==> config.mk <==
export PLATFORM = sky130hd
export DESIGN_NAME = pid_table_allocator
export DESIGN_NICKNAME = d
export VERILOG_FILES = /design/src/rtl/pta_pkg.sv /design/src/rtl/pid_table_allocator.sv /design/src/rtl/pta_cell.sv
export SDC_FILE = /design/constraint.sdc
export NUM_CORES = 2
export LEC_CHECK = 0
export ABC_CLOCK_PERIOD_IN_PS = 4820
export BUFFER_PORTS_ARGS = -buffer_cell sky130_fd_sc_hd__buf_2
export CORE_MARGIN = 8
export CORE_UTILIZATION = 42
export CTS_BUF_LIST = sky130_fd_sc_hd__clkbuf_4 sky130_fd_sc_hd__clkbuf_8
export CTS_CLUSTER_DIAMETER = 200
export DETAILED_ROUTE_END_ITERATION = 7
export GPL_TIMING_DRIVEN = 1
export PLACE_DENSITY = 0.64
export SYNTH_ARGS = -nofsm -noshare
export SYNTH_HDL_FRONTEND = slang
export SYNTH_SLANG_ARGS = --single-unit
==> constraint.sdc <==
create_clock -name clk -period 4.82 [get_ports clk]
set_input_delay 0.723 -clock clk [delete_from_list [all_inputs] [get_ports clk]]
set_output_delay 0.723 -clock clk [all_outputs]
set_load 0.01 [all_outputs]
==> src/rtl/pta_pkg.sv <==
// ----------------------------------------------------------------------------
// pta_pkg
// Shared types and constants for the process-id table.
// ----------------------------------------------------------------------------
package pta_pkg;

  localparam int PID_W  = 6;
  localparam int STAT_W = 10;
  localparam int CODE_W = 8;
  // Wide enough for any supported table size (up to 1024 slots).
  localparam int LIM_W  = 11;
  localparam int IDX_W  = 10;

  typedef enum logic [1:0] {
    FN_ADD    = 2'd0,
    FN_EXIT   = 2'd1,
    FN_REMOVE = 2'd2,
    FN_GET    = 2'd3
  } func_t;

  typedef enum logic [1:0] {
    ST_OK      = 2'd0,
    ST_FULL    = 2'd1,
    ST_INVALID = 2'd2
  } status_t;

  typedef enum logic {
    SW_ADD  = 1'b0,
    SW_EXIT = 1'b1
  } sweep_op_t;

  typedef enum logic [1:0] {
    S_IDLE  = 2'd0,
    S_EXEC  = 2'd1,
    S_SWEEP = 2'd2,
    S_RESP  = 2'd3
  } state_t;

  typedef struct packed {
    logic [1:0]       func;
    logic [PID_W-1:0] pid;
    logic             has_parent;
    logic [PID_W-1:0] parent_pid;
    logic [CODE_W-1:0] exit_code;
  } in_item_t;

  typedef struct packed {
    logic [1:0]        status;
    logic [PID_W-1:0]  result_pid;
    logic              result_has_parent;
    logic [PID_W-1:0]  result_parent;
    logic              is_exited;
    logic [STAT_W-1:0] exit_status;
    logic              wake_parent;
  } out_item_t;

  // Token that walks the chain, one cell per cycle.
  typedef struct packed {
    logic              valid;
    sweep_op_t         op;
    logic [PID_W-1:0]  pid;
    logic              has_parent;
    logic [PID_W-1:0]  parent_pid;
    logic [LIM_W-1:0]  limit;
    logic              found;
    logic [IDX_W-1:0]  got;
    logic [LIM_W-1:0]  dec;
  } token_t;

  // Direct access to the cell addressed by pid.
  typedef struct packed {
    logic [PID_W-1:0]  pid;
    logic              set_exit;
    logic              free;
    logic [STAT_W-1:0] status;
  } dir_t;

  typedef struct packed {
    logic              used;
    logic              has_parent;
    logic [PID_W-1:0]  parent;
    logic              exited;
    logic [STAT_W-1:0] status;
  } slot_t;

endpackage

==> src/rtl/pid_table_allocator.sv <==
// ----------------------------------------------------------------------------
// pid_table_allocator
// Process-id table built as a chain of slot cells with a walking token.
// ----------------------------------------------------------------------------
//
//  Channel   Ports                          Carries
//  input     in_valid / in_ready / in_data  one operation (add/exit/remove/get)
//  result    out_valid / out_ready / out_data  one result per operation
//
//  Get, remove and rejected operations go from S_EXEC straight to S_RESP.
//  Add and a successful exit pass through S_SWEEP, where the token walks the
//  whole cell chain one slot per cycle, so the chain length sets their latency.
//  One transaction is in work at a time; in_ready is high only when idle.
//  Reset clears the slots' used flags and live count; the limit loads INIT.
//  A stalled result holds in the output register until taken.
//
module pid_table_allocator #(
  parameter int MAX_IDS     = 64,
  parameter int FIRST_ID    = 2,
  parameter int START_LIMIT = 16
) (
  input  logic                clk,
  input  logic                rst_n,
  input  logic                in_valid,
  output logic                in_ready,
  input  pta_pkg::in_item_t   in_data,
  output logic                out_valid,
  input  logic                out_ready,
  output pta_pkg::out_item_t  out_data
);
  import pta_pkg::*;

  localparam int LW   = $clog2(MAX_IDS + 1);
  localparam int IW   = (MAX_IDS > 1) ? $clog2(MAX_IDS) : 1;
  localparam int INIT = (START_LIMIT > MAX_IDS) ? MAX_IDS : START_LIMIT;

  state_t    state_r, state_nxt;
  in_item_t  req_r, req_nxt;
  out_item_t res_r, res_nxt;
  out_item_t out_r, out_nxt;
  logic      out_valid_r, out_valid_nxt;
  logic [LW-1:0] live_r, live_nxt;
  logic [LW-1:0] limit_r, limit_nxt;
  token_t    launch_r, launch_nxt;
  dir_t      dir;

  token_t    chain [MAX_IDS+1];
  slot_t     slots [MAX_IDS];

  // Slot addressed by the request pid
  slot_t     cur;
  logic      pid_ok;
  logic [LW:0] dbl;
  token_t    last_tok;

  assign chain[0] = launch_r;
  assign last_tok = chain[MAX_IDS];

  for (genvar g = 0; g < MAX_IDS; g++) begin : g_cell
    pta_cell #(.IDX(g), .FIRST_ID(FIRST_ID)) u_cell (
      .clk     (clk),
      .rst_n   (rst_n),
      .tok_in  (chain[g]),
      .dir     (dir),
      .tok_out (chain[g+1]),
      .slot    (slots[g])
    );
  end

  always_comb begin
    if ({{(LIM_W-PID_W){1'b0}}, req_r.pid} < LIM_W'(MAX_IDS)) begin
      cur = slots[IW'(req_r.pid)];
    end else begin
      cur = '0;
    end
  end

  // pid in range [FIRST_ID, active limit) and in use
  assign pid_ok = ({{(LIM_W-PID_W){1'b0}}, req_r.pid} >= LIM_W'(FIRST_ID))
                  && ({{(LIM_W-PID_W){1'b0}}, req_r.pid} < LIM_W'(limit_r))
                  && cur.used;

  assign dbl = {limit_r, 1'b0};

  always_comb begin
    state_nxt     = state_r;
    req_nxt       = req_r;
    res_nxt       = res_r;
    out_nxt       = out_r;
    out_valid_nxt = out_valid_r;
    live_nxt      = live_r;
    limit_nxt     = limit_r;
    launch_nxt    = launch_r;
    launch_nxt.valid = 1'b0;
    dir           = '{pid: req_r.pid, set_exit: 1'b0, free: 1'b0,
                      status: {req_r.exit_code, 2'b00}};

    if (out_valid_r && out_ready) begin
      out_valid_nxt = 1'b0;
    end

    unique case (state_r)
      S_IDLE: begin
        if (in_valid) begin
          req_nxt   = in_data;
          state_nxt = S_EXEC;
        end
      end
      S_EXEC: begin
        res_nxt            = '0;
        res_nxt.result_pid = req_r.pid;
        launch_nxt = '{valid: 1'b1, op: SW_ADD, pid: req_r.pid,
                       has_parent: req_r.has_parent, parent_pid: req_r.parent_pid,
                       limit: LIM_W'(limit_r), found: 1'b0, got: '0, dec: '0};
        unique case (func_t'(req_r.func))
          FN_ADD: begin
            res_nxt.result_pid = '0;
            if (live_r == limit_r - LW'(1)) begin
              if (limit_r < LW'(MAX_IDS)) begin
                // grow the limit before searching
                limit_nxt = (dbl > (LW+1)'(MAX_IDS)) ? LW'(MAX_IDS) : dbl[LW-1:0];
                launch_nxt.limit = LIM_W'(limit_nxt);
                state_nxt = S_SWEEP;
              end else begin
                launch_nxt.valid = 1'b0;
                res_nxt.status   = ST_FULL;
                state_nxt        = S_RESP;
              end
            end else begin
              state_nxt = S_SWEEP;
            end
          end
          FN_EXIT: begin
            if (!pid_ok || cur.exited) begin
              launch_nxt.valid = 1'b0;
              res_nxt.status   = ST_INVALID;
              state_nxt        = S_RESP;
            end else begin
              dir.set_exit  = 1'b1;
              launch_nxt.op = SW_EXIT;
              state_nxt     = S_SWEEP;
            end
          end
          FN_REMOVE: begin
            launch_nxt.valid = 1'b0;
            state_nxt        = S_RESP;
            if (!pid_ok) begin
              res_nxt.status = ST_INVALID;
            end else begin
              dir.free = 1'b1;
              live_nxt = live_r - LW'(1);
            end
          end
          FN_GET: begin
            launch_nxt.valid = 1'b0;
            state_nxt        = S_RESP;
            if (!pid_ok) begin
              res_nxt.status = ST_INVALID;
            end else begin
              res_nxt.result_has_parent = cur.has_parent;
              res_nxt.result_parent     = cur.parent;
              res_nxt.is_exited         = cur.exited;
              res_nxt.exit_status       = cur.status;
            end
          end
          default: state_nxt = S_RESP;
        endcase
      end
      S_SWEEP: begin
        if (last_tok.valid) begin
          state_nxt = S_RESP;
          if (last_tok.op == SW_ADD) begin
            if (last_tok.found) begin
              live_nxt           = live_r + LW'(1);
              res_nxt.result_pid = last_tok.got[PID_W-1:0];
            end else begin
              res_nxt.status = ST_FULL;
            end
          end else begin
            // children are settled; now the exiting entry itself
            if (cur.used && !cur.has_parent) begin
              dir.free = 1'b1;
              live_nxt = live_r - last_tok.dec[LW-1:0] - LW'(1);
            end else begin
              live_nxt            = live_r - last_tok.dec[LW-1:0];
              res_nxt.wake_parent = cur.used;
            end
          end
        end
      end
      S_RESP: begin
        if (!out_valid_r || out_ready) begin
          out_nxt       = res_r;
          out_valid_nxt = 1'b1;
          state_nxt     = S_IDLE;
        end
      end
      default: state_nxt = S_IDLE;
    endcase
  end

  always_ff @(posedge clk) begin
    if (!rst_n) begin
      state_r        <= S_IDLE;
      out_valid_r    <= 1'b0;
      live_r         <= '0;
      limit_r        <= LW'(INIT);
      launch_r.valid <= 1'b0;
    end else begin
      state_r        <= state_nxt;
      out_valid_r    <= out_valid_nxt;
      live_r         <= live_nxt;
      limit_r        <= limit_nxt;
      launch_r.valid <= launch_nxt.valid;
    end
  end

  always_ff @(posedge clk) begin
    req_r               <= req_nxt;
    res_r               <= res_nxt;
    out_r               <= out_nxt;
    launch_r.op         <= launch_nxt.op;
    launch_r.pid        <= launch_nxt.pid;
    launch_r.has_parent <= launch_nxt.has_parent;
    launch_r.parent_pid <= launch_nxt.parent_pid;
    launch_r.limit      <= launch_nxt.limit;
    launch_r.found      <= launch_nxt.found;
    launch_r.got        <= launch_nxt.got;
    launch_r.dec        <= launch_nxt.dec;
  end

  assign in_ready  = (state_r == S_IDLE);
  assign out_valid = out_valid_r;
  assign out_data  = out_r;

  // No token may be on the chain while the block is idle.
  a_idle_no_token: assert property (@(posedge clk) disable iff (!rst_n)
    (state_r == S_IDLE) |-> (!launch_r.valid && !last_tok.valid))
    else $error("token on chain while idle");

  // Live entries never exceed the active limit.
  a_live_le_limit: assert property (@(posedge clk) disable iff (!rst_n)
    live_r <= limit_r)
    else $error("live count above limit");

  // The active limit only grows.
  a_limit_grows: assert property (@(posedge clk) disable iff (!rst_n)
    1'b1 |=> (limit_r >= $past(limit_r)))
    else $error("active limit shrank");

endmodule

==> src/rtl/pta_cell.sv <==
// ----------------------------------------------------------------------------
// pta_cell
// One table slot; forwards the sweep token to the next cell every cycle.
// ----------------------------------------------------------------------------
module pta_cell #(
  parameter int IDX      = 0,
  parameter int FIRST_ID = 2
) (
  input  logic            clk,
  input  logic            rst_n,
  input  pta_pkg::token_t tok_in,
  input  pta_pkg::dir_t   dir,
  output pta_pkg::token_t tok_out,
  output pta_pkg::slot_t  slot
);
  import pta_pkg::*;

  logic              used_r, used_nxt;
  logic              hp_r, hp_nxt;
  logic [PID_W-1:0]  parent_r, parent_nxt;
  logic              exited_r, exited_nxt;
  logic [STAT_W-1:0] status_r, status_nxt;
  token_t            tok_r, tok_nxt;
  logic              in_rng, sel, take, match;

  assign in_rng = (IDX >= FIRST_ID) && (LIM_W'(IDX) < tok_in.limit);
  assign sel    = ({{(LIM_W-PID_W){1'b0}}, dir.pid} == LIM_W'(IDX));
  assign take   = tok_in.valid && (tok_in.op == SW_ADD) && !tok_in.found
                  && in_rng && !used_r;
  assign match  = tok_in.valid && (tok_in.op == SW_EXIT) && in_rng && used_r
                  && hp_r && (parent_r == tok_in.pid);

  always_comb begin
    used_nxt   = used_r;
    hp_nxt     = hp_r;
    parent_nxt = parent_r;
    exited_nxt = exited_r;
    status_nxt = status_r;
    tok_nxt    = tok_in;
    if (sel && dir.set_exit) begin
      exited_nxt = 1'b1;
      status_nxt = dir.status;
    end
    if (sel && dir.free) begin
      used_nxt = 1'b0;
    end
    if (take) begin
      used_nxt      = 1'b1;
      hp_nxt        = tok_in.has_parent;
      parent_nxt    = tok_in.has_parent ? tok_in.parent_pid : '0;
      exited_nxt    = 1'b0;
      status_nxt    = '0;
      tok_nxt.found = 1'b1;
      tok_nxt.got   = IDX_W'(IDX);
    end
    if (match) begin
      if (!exited_r) begin
        // running child becomes an orphan
        hp_nxt     = 1'b0;
        parent_nxt = '0;
      end else begin
        used_nxt    = 1'b0;
        tok_nxt.dec = tok_in.dec + LIM_W'(1);
      end
    end
  end

  always_ff @(posedge clk) begin
    if (!rst_n) begin
      used_r      <= 1'b0;
      tok_r.valid <= 1'b0;
    end else begin
      used_r      <= used_nxt;
      tok_r.valid <= tok_nxt.valid;
    end
  end

  always_ff @(posedge clk) begin
    hp_r             <= hp_nxt;
    parent_r         <= parent_nxt;
    exited_r         <= exited_nxt;
    status_r         <= status_nxt;
    tok_r.op         <= tok_nxt.op;
    tok_r.pid        <= tok_nxt.pid;
    tok_r.has_parent <= tok_nxt.has_parent;
    tok_r.parent_pid <= tok_nxt.parent_pid;
    tok_r.limit      <= tok_nxt.limit;
    tok_r.found      <= tok_nxt.found;
    tok_r.got        <= tok_nxt.got;
    tok_r.dec        <= tok_nxt.dec;
  end

  assign tok_out = tok_r;
  assign slot    = '{used: used_r, has_parent: hp_r, parent: parent_r,
                     exited: exited_r, status: status_r};

endmodule
# Yosys cells after proc, flatten, opt, wreduce, memory -nomap -nowiden
# Index checks and enable logic that the tools add are counted.
# W data, S select, Z words.
# totals
output_inout_bits	29
ff_bits	3638
in_bits	27
# op_classes
n_lt_le_gt_ge	67
reduce_logical	831
add_sub_neg	66
mux	857
n_bitwise	63
n_eq_ne	143
# op_table
op	n
$mux W6	250
$mux W7	131
$logic_and A1 B1 Y1	687
$mux W1	455
$add A7 B1 Y7 const B	61
$eq A6 B6 Y1	62
$lt A6 B11 Y1 const A	32
$eq A6 B6 Y1 const B	32
$lt A5 B11 Y1 const A	16
$logic_not A1 Y1	126
$bmux W19 S6	1
$eq A6 B5 Y1 const B	16
$lt A4 B11 Y1 const A	8
$not A1 Y1	62
$eq A6 B4 Y1 const B	8
$lt A3 B11 Y1 const A	4
$mux W19	2
$eq A6 B3 Y1 const B	4
$lt A2 B11 Y1 const A	2
$sub A7 B1 Y7 const B	3
$mux W2	8
$mux W8	2
$pmux W8 S2	1
$reduce_and A4 Y1	4
other kinds (29)	50

# Longest topological paths before layout
# logic_depth
word_depth	15
mapped_depth	15
mapped_depth_nobuf	11

# Least setup slack after synthesis
# Ideal clock, no wire load.
# synth_timing
kind	reg-to-reg
from	register req_r (netlist bit dir[12])
to	register res_r[12] in the netlist's numbering (data pin)
t_required_ns	4.565
slack_ns	0.895
path_stages_with_launch	11
period_less_slack_ns	3.925
arrival_time_ns	3.669
path_cell_list	edfxtp_1 -> buf_6 -> buf_4 -> buf_2 -> buf_2 -> clkbuf_1 -> buf_1 -> mux4_2 -> mux4_2 -> mux4_2 -> and3_1
# synth_between
elab_chain_len	6
# synth_lines
element	line_no	text
from (decl)	pid_table_allocator.sv:38	in_item_t req_r, req_nxt;
from (signal assigned)	pid_table_allocator.sv:219	req_r <= req_nxt;
$not A6 Y7 (implied by the code)	pid_table_allocator.sv:72	cur = slots[IW'(req_r.pid)];
$bmux W19 S6	pid_table_allocator.sv:72	
$mux W19 (implied by the code) (2 in a row)	pid_table_allocator.sv:72	
$logic_and A1 B1 Y1	pid_table_allocator.sv:81	&& cur.used;
$reduce_and A2 Y1 (no source line)	--	
to (signal assigned)	pid_table_allocator.sv:220	res_r <= res_nxt;
to (decl)	pid_table_allocator.sv:39	out_item_t res_r, res_nxt;
# Several ways; a longest one is shown, not always the timed one. The select of a mux whose other input is x is not followed.
# A chain may end at the register's enable or synchronous reset.

# Final worst setup path
# layout_timing
from	register req_r (netlist bit dir[12])
to	register live_r[1]
# layout_between
elab_chain_len	10
# layout_lines
element	line_no	text
$not A6 Y7 (implied by the code)	pid_table_allocator.sv:72	
$bmux W19 S6	pid_table_allocator.sv:72	
$mux W19 (implied by the code) (2 in a row)	pid_table_allocator.sv:72	
$logic_not A1 Y1	pid_table_allocator.sv:181	if (cur.used && !cur.has_parent) begin
$logic_and A1 B1 Y1	pid_table_allocator.sv:181	
$mux W7	pid_table_allocator.sv:181	
$mux W7	pid_table_allocator.sv:172	if (last_tok.op == SW_ADD) begin
$mux W7	pid_table_allocator.sv:170	if (last_tok.valid) begin
$pmux W7 S2	pid_table_allocator.sv:102	unique case (state_r)
to (signal assigned)	pid_table_allocator.sv:212	live_r <= live_nxt;
to (decl)	pid_table_allocator.sv:42	logic [LW-1:0] live_r, live_nxt;
# Several ways; a longest one is shown, not always the timed one. The select of a mux whose other input is x is not followed.

==> results.md <==
* Finished Core Util at approximately 50%
* Placed cell area at 110000 sq um
* Crit Path Max Fanout at 15
* IO Pins at between 50 and 60
* Die X at 515 um
* Power consumption at 57300 uW
* CTS sink cnt at a little over 3000
* Global-route wire length before repair at 451 mm
* Internal power at approximately 43000 uW
* Post-synth EDFFs at approximately 110
* Synth-to-Final Area Change at 15.3%
* Post-Route Setup TNS at 0 ns
* Critical path depth in cells at 13
* Worst VDD drop at 0.297 mV
* Worst Path Arrival at roughly 5.5 ns
* Critical Path RT at a little under 6 ns
* Vias per Instance at around 5.4
* GRT Total Usage at 21.9%
* Via count at 74200
* Setup CP Type: register to register
* Distinct cells, synth at 58
* Sequential element share of the synthesized area at 59.8%
* Slew HR at under 10%
* Maxcap violations at 0
* Switching Share at between 20% and 30%
* Crit-path slowest cell: nor4b_2
* Die area at between 200000 and 300000 sq um
* Worst path most repeated cell: buf_4
* Clock transition at path regs at approximately 0.060 ns
* Power Density at roughly 480 nW/um^2
* Layout net count at roughly 10000
* Predominant post-synthesis flop cell: dfxtp_1
* Root Buffer: clkbuf_8
* Clk Latency, worst-skew pair at between 1 and 1.5 ns
* Fin area at 120000 sq um
* Ys async rst share at 0%
* Crit start category: register
* Core Area at approximately 250000 sq um
* Final Max Tran Viols at 0
* Endpoint class of the critical path: register
* CP startpoint: dir[12]$_DFFE_PP_
* Routability congestion estimate from global placement at between 0.9 and 1
* P_sw at roughly 15000 uW
* I/O Buffers at 53
* Main area contributors after synthesis: dfxtp_1 57%, mux4_2 7.1%, nand2_1 5.2%
* Worst Tran Pin Value at between 1 and 1.5 ns
* Drt pass-1 iters at 6
* Lkg Pwr at 0.0466 uW
* Gr ovfl total at 0
* Final setup violation count at 0
* Largest net degree at the start of global routing at 63
* Htree depth at 5
* Initial antenna violation count at 28
* Max Clk Rate at between 200 and 250 MHz
* Num CTS Buffers at roughly 480
* HP Class: input port to register
* Vias in the first global route at 73600
* Critical Path Sink: live_r[1]$_SDFFE_PN0P_
* CP peak stage delay at between 0.6 and 0.7 ns
* CTS tree: done
* Fin crit period at roughly 4.5 ns
* Period Utilization, post-route at between 90 and 100%
* Final WL at about 300 mm
* Largest area contributor in the netlist: dfxtp_1
* CP top delay family: simple AND/OR/NAND/NOR gates
* Final hold vios at 0
* DR WL/cell at around 22 um
* Register-to-Register Path Depth at 13
* 1st-iter DRT viols at ~7000
* Deepest clock path buffer count at 4
* Flop pwr share at around half
* Mapped cell area at 105000 sq um
* CTS resizes at 0
* Vert. Die Dim at ~510 um
* Initial core utilization at 42.1%
* Post-synthesis cell count at 9727
* HPWL Detailed at about 220 mm
* Clk_skew at roughly 0.11 ns
* Status: completed
* RSZ-0062 raised after global routing: no
* Post-DRT Antenna Nets at 0
* DRC errors left at 0
* Clk pwr share at approximately two fifths
* Avg Synthesized Cell Area at between 10 and 15 sq um
* Layout cells sized above 1 at roughly 15%
* WP buf/inv at 5
* Reg2reg end: live_r[1]$_SDFFE_PN0P_
* YS warnings at 0
* Critical path cell sequence: buf_12, buf_4, nor4b_2, a221oi_1, nand3_1, a22oi_1, buf_4, o41ai_1, buf_4, nand3_1, inv_1, mux2_2, nor2_1
* Worst R2R Setup Slack at around 0.31 ns
* # fillers at 22200
* Comb pwr share at under 10%
* Number of cell rows at approximately 180
* Critical R2R Launch: dir[12]$_DFFE_PP_
* Synth top area share at a little under three fifths
* Synth Register Bits at 3070
## worst register-to-register path, stage by stage (launching register included)
cell	delay [ns]
edfxtp_1	0.54
buf_12	0.24
buf_4	0.24
nor4b_2	0.63
a221oi_1	0.26
nand3_1	0.29
a22oi_1	0.15
buf_4	0.19
o41ai_1	0.61
buf_4	0.29
nand3_1	0.26
inv_1	0.27
mux2_2	0.36
nor2_1	0.08
## metrics by stage
stage,instances,hold slack [ns],worst slack (ns)
after floorplan,9744,0.310,0.895
after global placement,12900,0.312,0.499
after detailed placement,12900,0.312,0.510
after CTS,13800,0.000952,0.438
after global routing,13800,0.0463,0.163
final,13800,0.0913,0.314
## layout make-up
class                      instances  area [sq um]  area share, %
sequential                      3070         62500           51.9
inverter                         106           399          0.331
tap                             3330          4170           3.46
clock buffer                     771          9750           8.09
multi-input combinational       6103         40200           33.4
clock inverter                    81           828          0.687
antenna                           25          62.6         0.0519
timing repair buffer             302          2520           2.10
## state kept, by name (all words and copies together) (netlist names), 14 cells and up
signal	count
g_cell.u_cell.exited_r	62
g_cell.u_cell.parent_r	372
chain	18
g_cell.u_cell.used_r	62
dir	14
g_cell.u_cell.tok_out	1896
out_data	25
res_r	25
g_cell.u_cell.hp_r	62
g_cell.u_cell.status_r	512
## Yosys cell counts, drive strengths merged, types with 2 or more instances
| cell | n |
|---|---|
| dfxtp | 2964 |
| nand2 | 1465 |
| nand3 | 1073 |
| a21oi | 974 |
| xnor2 | 532 |
| clkbuf | 343 |
| mux4 | 330 |
| nand2b | 252 |
| and2 | 236 |
| xor2 | 202 |
| nor2 | 150 |
| nor4 | 144 |
| buf | 122 |
| nand4 | 118 |
| edfxtp | 106 |
| o21ai | 104 |
| or4 | 104 |
| inv | 101 |
| ha | 75 |
| and3 | 71 |
| a211oi | 61 |
| mux2 | 36 |
| a21o | 23 |
| mux2i | 21 |
| o31ai | 17 |
| or3 | 16 |
| nor3 | 10 |
| nor2b | 9 |
| a31oi | 8 |
| or2 | 7 |
| a222oi | 6 |
| nand4b | 6 |
| clkinv | 5 |
| a22oi | 4 |
| and4 | 4 |
| o211ai | 4 |
| a221oi | 3 |
| nor4b | 3 |
| o22ai | 3 |
| a221o | 2 |
| nand3b | 2 |
## how the worst min path moves through the flow
stage / slack [ns] / cells past startpoint / to / from
floorplan: 0.31 / 0 / g_cell[16].u_cell.tok_out[26]$_DFF_P_ / g_cell[15].u_cell.tok_out[26]$_DFF_P_
global placement: 0.31 / 0 / g_cell[1].u_cell.tok_out[41]$_DFF_P_ / g_cell[0].u_cell.tok_out[41]$_DFF_P_
detailed placement: 0.31 / 0 / g_cell[1].u_cell.tok_out[28]$_DFF_P_ / g_cell[0].u_cell.tok_out[28]$_DFF_P_
CTS: 0.001 / 3 / g_cell[50].u_cell.used_r$_SDFF_PN0_ / rst_n
global route: 0.05 / 3 / g_cell[50].u_cell.used_r$_SDFF_PN0_ / rst_n
finish: 0.09 / 3 / g_cell[50].u_cell.used_r$_SDFF_PN0_ / rst_n
## kinds of logic (layout without fill, tap and decap cells)
logic type	after synthesis	in the layout	synth area share (%)
AOI/OAI and AO/OA	1216	1216	6.17
muxes	387	387	7.70
xor gates and xnor gates	734	734	6.15
buffers and inverters	571	1260	2.21
DFF	3070	3070	59.8
adders and majority gates	76	76	0.917
and+or+nand+nor	3672	3672	17.0
other	1	43	0.00359
## layer usage
| metal | up-vias | global-route usage, % | routed length, um |
|---|---|---|---|
| met2 | 3178 | 33.8 | 133000 |
| li1 | 34500 | - | - |
| met1 | 35800 | 28.9 | 126000 |
| met3 | 729 | 4.89 | 25600 |
| met5 | - | 0 | 126 |
| met4 | 14 | 10.8 | 14600 |
## power by group through the flow
stage	logic (uW)	registers (uW)	clock network [uW]
2_1_floorplan	2930	28900	0
4_1_cts	4480	29200	23900
6_report	4550	29200	23500
3_5_place_dp	4440	29700	0
3_3_place_gp	4390	29700	0
5_1_grt	4770	29400	25100
## placed cells by master, fill, tap and decap left out, types with 74 or more instances in the layout
| cell | count |
|---|---|
| a21oi_1 | 974 |
| and2_1 | 235 |
| buf_4 | 199 |
| clkbuf_4 | 138 |
| clkbuf_8 | 633 |
| dfxtp_1 | 2964 |
| edfxtp_1 | 106 |
| ha_1 | 74 |
| inv_1 | 100 |
| mux4_2 | 330 |
| nand2_1 | 1455 |
| nand2b_1 | 252 |
| nand3_1 | 1070 |
| nand4_1 | 118 |
| nor2_1 | 133 |
| nor4_1 | 91 |
| o21ai_0 | 104 |
| or4_1 | 104 |
| xnor2_1 | 532 |
| xor2_1 | 202 |
## what timing repair did
action                    4_1_cts  5_1_grt
buffers inserted                0        0
hold buffers                   25        0
hold endpoints to repair       26        0
Power figures use the tool's default switching activity.
